**config.mk**
```make
export PLATFORM = sky130hd
export DESIGN_NAME = pip_edge
export DESIGN_NICKNAME = d
export VERILOG_FILES = /design/src/design/pip_pkg.sv /design/src/design/pip_edge.sv
export SDC_FILE = /design/constraint.sdc
export NUM_CORES = 1
export LEC_CHECK = 0
export BUFFER_PORTS_ARGS = -buffer_cell sky130_fd_sc_hd__buf_2
export CAP_MARGIN = 5
export CORE_UTILIZATION = 45
export CTS_BUF_LIST = sky130_fd_sc_hd__clkbuf_8
export CTS_CLUSTER_SIZE = 25
export DETAILED_ROUTE_END_ITERATION = 6
export PLACE_DENSITY = 0.67
export SLEW_MARGIN = 20
export SYNTH_ARGS = -nofsm -noshare
export SYNTH_HDL_FRONTEND = slang
export SYNTH_SLANG_ARGS = --single-unit
```
**constraint.sdc**
```tcl
create_clock -name i_clk -period 15.3 [get_ports i_clk]
set_clock_uncertainty 0.1 [all_clocks]
set_input_delay 3.06 -clock i_clk [delete_from_list [all_inputs] [get_ports i_clk]]
set_output_delay 3.06 -clock i_clk [all_outputs]
set_load 0.02 [all_outputs]
```
**src/design/pip_pkg.sv**
```systemverilog
// Package for the point-in-polygon test: sizes, register indexes, reset
// vertices and the stage-enable struct shared by the top level and edge lanes.
// Depends on nothing.
`default_nettype none

package pip_pkg;

    // Polygon size and vertex coordinate width (whole pixels)
    localparam int MAX_VERTICES = 6;
    localparam int COORD_BITS   = 12;

    // Query point width (quarter pixels), fixed by the input fields
    localparam int PT_W     = 14;
    // One vertex register: x in the low half, y in the high half
    localparam int VERT_W   = 2 * COORD_BITS;
    // Vertex coordinate scaled to quarter pixels
    localparam int X4_W     = COORD_BITS + 2;
    // Signed difference of two quarter-pixel coordinates
    localparam int DIFF_W   = ((X4_W > PT_W) ? X4_W : PT_W) + 1;
    // Exact product of two differences
    localparam int PROD_W   = 2 * DIFF_W;
    // Vertex index and vertex count
    localparam int IDX_W    = $clog2(MAX_VERTICES);
    localparam int CNT_W    = 3;
    // Configuration port
    localparam int CFG_IDX_W  = $clog2(MAX_VERTICES + 1);
    localparam int CFG_DATA_W = (VERT_W > CNT_W) ? VERT_W : CNT_W;
    // Stream data widths
    localparam int IN_DATA_W  = 32;
    localparam int OUT_DATA_W = 8;

    // Register indexes
    localparam int REG_VERTEX_COUNT = 0;
    localparam int REG_VERTEX_BASE  = 1;

    // Smallest polygon
    localparam int MIN_VERTICES = 3;

    // Reset polygon, whole pixels
    localparam int RESET_COUNT = 6;
    localparam int RESET_X [6] = '{77, 862, 746, 752, 234, 232};
    localparam int RESET_Y [6] = '{141, 141, 444, 512, 512, 444};

    typedef logic [VERT_W-1:0] t_vertex;

    // Per-stage advance enables of the pipeline
    typedef struct packed {
        logic s1;
        logic s2;
        logic s3;
    } t_pip_en;

    // Reset value of vertex register k
    function automatic t_vertex reset_vertex(input int k);
        logic [COORD_BITS-1:0] x;
        logic [COORD_BITS-1:0] y;
        if (k < 6) begin
            x = COORD_BITS'(RESET_X[k]);
            y = COORD_BITS'(RESET_Y[k]);
        end else begin
            x = '0;
            y = '0;
        end
        return {y, x};
    endfunction

endpackage

`default_nettype wire

```
**src/design/pip_edge.sv**
```systemverilog
// One edge lane of the point-in-polygon test: straddle check, exact
// cross-multiplied crossing test, and the lane's toggle bit over three stages.
// Depends on pip_pkg.
`default_nettype none

module pip_edge
    import pip_pkg::*;
(
    input  wire               i_clk,
    input  t_pip_en           i_en,
    input  wire  [PT_W-1:0]   i_px,
    input  wire  [PT_W-1:0]   i_py,
    input  t_vertex           i_vi,
    input  t_vertex           i_vj,
    input  wire               i_active,
    output logic              o_toggle
);

    logic [X4_W-1:0] xi4, yi4, xj4, yj4;

    // Stage 1 registers: differences and straddle flag
    logic                     r_straddle, n_straddle;
    logic signed [DIFF_W-1:0] r_dy, n_dy;
    logic signed [DIFF_W-1:0] r_dxp, n_dxp;
    logic signed [DIFF_W-1:0] r_dxe, n_dxe;
    logic signed [DIFF_W-1:0] r_dpy, n_dpy;

    // Stage 2 registers: products
    logic                     r_str2;
    logic                     r_up;
    logic signed [PROD_W-1:0] r_lhs, n_lhs;
    logic signed [PROD_W-1:0] r_rhs, n_rhs;

    // Stage 3 register: lane toggle
    logic r_toggle, n_toggle;

    // Scale vertices to quarter pixels
    assign xi4 = {i_vi[COORD_BITS-1:0], 2'b00};
    assign yi4 = {i_vi[VERT_W-1:COORD_BITS], 2'b00};
    assign xj4 = {i_vj[COORD_BITS-1:0], 2'b00};
    assign yj4 = {i_vj[VERT_W-1:COORD_BITS], 2'b00};

    // Straddle test and differences
    always_comb begin
        n_straddle = i_active &&
                     ((DIFF_W'(yi4) > DIFF_W'(i_py)) != (DIFF_W'(yj4) > DIFF_W'(i_py)));
        n_dy  = $signed(DIFF_W'(yj4)) - $signed(DIFF_W'(yi4));
        n_dxp = $signed(DIFF_W'(i_px)) - $signed(DIFF_W'(xi4));
        n_dxe = $signed(DIFF_W'(xj4)) - $signed(DIFF_W'(xi4));
        n_dpy = $signed(DIFF_W'(i_py)) - $signed(DIFF_W'(yi4));
    end

    // Exact cross products
    always_comb begin
        n_lhs = PROD_W'(r_dxp) * PROD_W'(r_dy);
        n_rhs = PROD_W'(r_dxe) * PROD_W'(r_dpy);
    end

    // Crossing lies right of the point; inequality flips for downward edges
    always_comb begin
        if (r_up) begin
            n_toggle = r_str2 && (r_lhs < r_rhs);
        end else begin
            n_toggle = r_str2 && (r_lhs > r_rhs);
        end
    end

    always_ff @(posedge i_clk) begin
        if (i_en.s1) begin
            r_straddle <= n_straddle;
            r_dy       <= n_dy;
            r_dxp      <= n_dxp;
            r_dxe      <= n_dxe;
            r_dpy      <= n_dpy;
        end
        if (i_en.s2) begin
            r_str2 <= r_straddle;
            r_up   <= (r_dy > 0);
            r_lhs  <= n_lhs;
            r_rhs  <= n_rhs;
        end
        if (i_en.s3) begin
            r_toggle <= n_toggle;
        end
    end

    assign o_toggle = r_toggle;

endmodule

`default_nettype wire

```
======== After elaboration in Yosys (flattened, before gate mapping) ========
Index checks and enable logic that the tools add are counted.
word-level totals
  register bits after elaboration ......... 124
  input bits .............................. 81
cells by class
  $add $sub $neg .......................... 4
  $mul .................................... 2
  order comparisons ....................... 5
  equality and inequality tests ........... 1
  multiplexer cells ....................... 1
  reduce and logical (&&, ||, !) cells .... 3
operators with widths
  cell                   number
  $mul A15 B15 Y30       2
  $sub A14 B14 Y15       4
  $gt A30 B30 Y1         1
  $lt A30 B30 Y1         1
  $gt A14 B14 Y1         2
  $gt A15 B1 Y1 const B  1
  $logic_and A1 B1 Y1    3
  $mux W1                1
  $ne A1 B1 Y1           1

======== Longest topological paths before layout ========
  word-level depth ........................ 3
  depth in mapped cells ................... 22
  mapped depth without buffers ............ 21

======== Worst setup path before layout ========
No wires, ideal clock.
  path kind ............................... register to register
  from .................................... register r_dxe[14]
  to ...................................... register r_rhs[27], data pin
  library setup time ...................... 0.258 ns
  arrival time ............................ 5.817 ns
  setup slack ............................. 9.124 ns
  cell stages (with the launch flop) ...... 21
  buffers on the path ..................... 2
  period minus slack after synthesis ...... 6.176 ns
  cells stage by stage .................... edfxtp_1 > clkbuf_1 > nand2_1 > inv_1 > fa_1 > fa_1 > fa_1 > fa_1 > fa_1 > inv_1 > fa_1 > inv_1 > ha_1 > clkbuf_1 > nand3_1 > or3_1 > a21oi_1 > a31o_2 > o21ai_0 > nor2b_1 > xnor2_1
on the way
  word-level cells in the longest chain between the ends .. 1
RTL lines
  element                 line            source
  from (decl)             pip_edge.sv:25  logic signed [DIFF_W-1:0] r_dxe, n_dxe;
  from (signal assigned)  pip_edge.sv:73  r_dxe <= n_dxe;
  $mul A15 B15 Y30        pip_edge.sv:56  n_rhs = PROD_W'(r_dxe) * PROD_W'(r_dpy);
  named net n_rhs[27]     pip_edge.sv:32  logic signed [PROD_W-1:0] r_rhs, n_rhs;
  to (signal assigned)    pip_edge.sv:80  r_rhs <= n_rhs;
  to (decl)               pip_edge.sv:32
The timed path passes the listed nets, and every way through them passes these cells.
A chain may end at the register's enable or synchronous reset.

======== Worst setup path in the final report ========
  from .................................... register r_dxe[9]
  to ...................................... register r_rhs[28], data pin
Same word-level chain as after synthesis.

==> impl_metrics.tcl <==
set metrics [dict create \
    worstSetupStartpointType "flip-flop" \
    grt_first_pass_wirelength_um 76000 \
    timing.rr.start "r_dxe[9]" \
    ant_nets 0 \
    fp.dieW_um 220 \
    async_flop_share_pct 0 \
    grt_pass1_vias 15700 \
    grt_antenna_before_repair 6 \
    cts_tree "built" \
    worstReg2RegEnd "r_rhs[28]" \
    critical_path_required_ps 15440 \
    clock_sinks 116 \
    dieArea_um2 48200 \
    grt_usage_pct 20.3 \
    postCtsHoldBufs 0 \
    routed_via_density 5.10 \
    vias 14500 \
    syn_area_um2 21300 \
    fmax_mhz 153 \
    drc 4 \
    postSynthAreaPerCell_um2 9.84 \
    yosys_warnings 0 \
    hp-class "flip-flop to flip-flop" \
    final_area_um2 22700 \
    firstDrtPassIters 7 \
    io_pins 82 \
    worstHoldEndpoint "r_str2" \
    maxSlewViolCount 0 \
    multiInputGateArea_um2 15700 \
    yosysSeqAreaShare_pct 16.4 \
    synth_ff_type "edfxtp_1" \
    postLayoutCoreUtil_pct 48.6 \
    reg2reg_depth 19 \
    tightest_slew_ps 827 \
    die_y_um 220 \
    yosysUniqueCellTypes 57 \
    fin_tns_setup_ps 0 \
    grt_start_max_net_pins 59 \
    post_cts_resize_count 0 \
    min-delay-start "r_straddle" \
    status "finished with violations" \
    layout_min_cycle_time_ps 6530 \
    max_cap_violations 0 \
    root_buffer "clkbuf_8" \
    cts_setup_buffers 0 \
    slew_headroom_pct 44.9 \
    synth_top_cell_area_share_pct 36.3 \
    seq_area_um2 3480 \
    hold_viol_final 0 \
    fin_crit_sh_pct 42.7 \
    final_nets 2915 \
    drt-wirelength-per-cell_um 16.1 \
    numCtsBuffers 17 \
    routabilityCongestion 0.959 \
    num_rows 79 \
    synth.most_common_cell "inv_1" \
    area_growth_pct 6.59 \
    yosys-top-cells-count "inv_1 (506), fa_1 (386), ha_1 (237)" \
    ctsHtreeMaxLevel 4 \
    syn_inst 2165 \
    setup_viol_count_final 0 \
    placed_area_um2 22300 \
    violations "DRC" \
    grt-ovfl-total 0 \
    hpwl_um 38000 \
    worst-path-max-fanout 15 \
    ys_ff_latch 116 \
    start_util_pct 45.6 \
    io_buffer_count 81 \
    synth_edf_count 116 \
    yosysTopAreaCell "fa_1" \
    cts.clk_slew.worst_paths_ps 80 \
    layout-drive-gt1-share_pct 5.76 \
    final.fill_count 4347 \
    arrival_ps 6670 \
    critPathCaptureType "flip-flop" \
    core_area_um2 46700 \
    drt_iter0_drc 826 \
    syn-num-nets 2869 \
    ys_top_cells_by_area "fa_1 (36%), edfxtp_1 (16%), ha_1 (14%)" \
    crit_type "flip-flop to flip-flop" \
    cts_buffer_depth 2 \
    min_path_cells 0 \
    r2r_slack_ps 8770 \
    clock_latency_ps 480 \
    rsz0062_at_grt "false" \
    wl_um 45500 \
]
-- stage by stage --
step	hold slack, ps	worst slack (ps)	std cells
floorplan	300	9120	2165
global placement	305	8810	2799
detailed placement	340	8780	2799
CTS	360	8770	2831
global route	368	8440	2832
finish	353	8770	2832
-- flip-flops by register name, summed over array words and instances, names as in the netlist --
| name | cells |
|---|---|
| o_toggle | 1 |
| r_dpy | 15 |
| r_dxe | 13 |
| r_dxp | 15 |
| r_dy | 13 |
| r_lhs | 28 |
| r_rhs | 28 |
| r_str2 | 1 |
| r_straddle | 1 |
| r_up | 1 |
-- layout by cell type (no fill, tap or decap), types with 10 or more instances in the layout --
cell type    n
inv_1      506
fa_1       386
ha_1       237
nand2_1    222
and2_1     171
edfxtp_1   116
buf_2       81
xnor2_1     76
a21oi_1     62
nor2_1      57
a21o_1      37
o21ai_0     30
xor2_1      19
nor2b_1     18
nor3_1      17
clkbuf_8    17
nand3_1     16
o21bai_1    15
nand2b_1    14
and3_1      10
-- worst max-delay path, cell delays in order (launching register included) --
cell and delay, ps:
edfxtp_1 640, and2_1 300, fa_1 540, inv_1 50
fa_1 460, fa_1 500, fa_1 540, inv_1 50
fa_1 490, inv_1 50, fa_1 470, inv_1 40
ha_1 220, or4_4 560, o221ai_2 220, o21ai_2 110
a221o_2 430, a211o_1 290, a21oi_2 150, xnor2_1 70
-- worst max-delay path by stage --
stage,startpoint,endpoint,slack [ps],cells past startpoint
final,r_dxe[9],r_rhs[28],8770,19
after global routing,r_dy[14],r_lhs[29],8440,17
after CTS,r_dxe[9],r_rhs[28],8770,19
after detailed placement,r_dxe[9],r_rhs[28],8780,19
after global placement,r_dxe[9],r_rhs[28],8810,19
after floorplan,r_dxe[14],r_rhs[27],9120,20
-- cells by family (layout without fill, tap and decap cells) --
kind of cell,Yosys count,count (layout),share of synthesized area (%)
xor gates and xnor gates,95,95,3.91
and+or+nand+nor,548,548,12.7
DFF,116,116,16.4
other,0,1,0
adders and majority gates,623,623,50.2
muxes,2,2,0.0999
AOI/OAI and AO/OA,218,218,6.79
buffers and inverters,563,622,9.92
-- cell type report --
type                       count  area share (%)
tap                          607            3.35
timing repair buffer          83            1.85
clock buffer                  17            1.03
antenna                        1          0.0110
sequential                   116            15.3
multi-input combinational   1486            69.2
inverter                     507            8.38
clock inverter                15           0.865
-- layer usage --
layer | routed length [um] | track usage [%] | vias up
li1 | - | - | 6812
met1 | 19100 | 25.2 | 7219
met2 | 22600 | 35.1 | 334
met3 | 2220 | 3.51 | 82
met4 | 1540 | 8.36 | 8
met5 | 46 | 0 | -
Power is left out: the tool's default activity adds up to more than one toggle a clock period on the data nets, which glitch-free logic cannot reach.
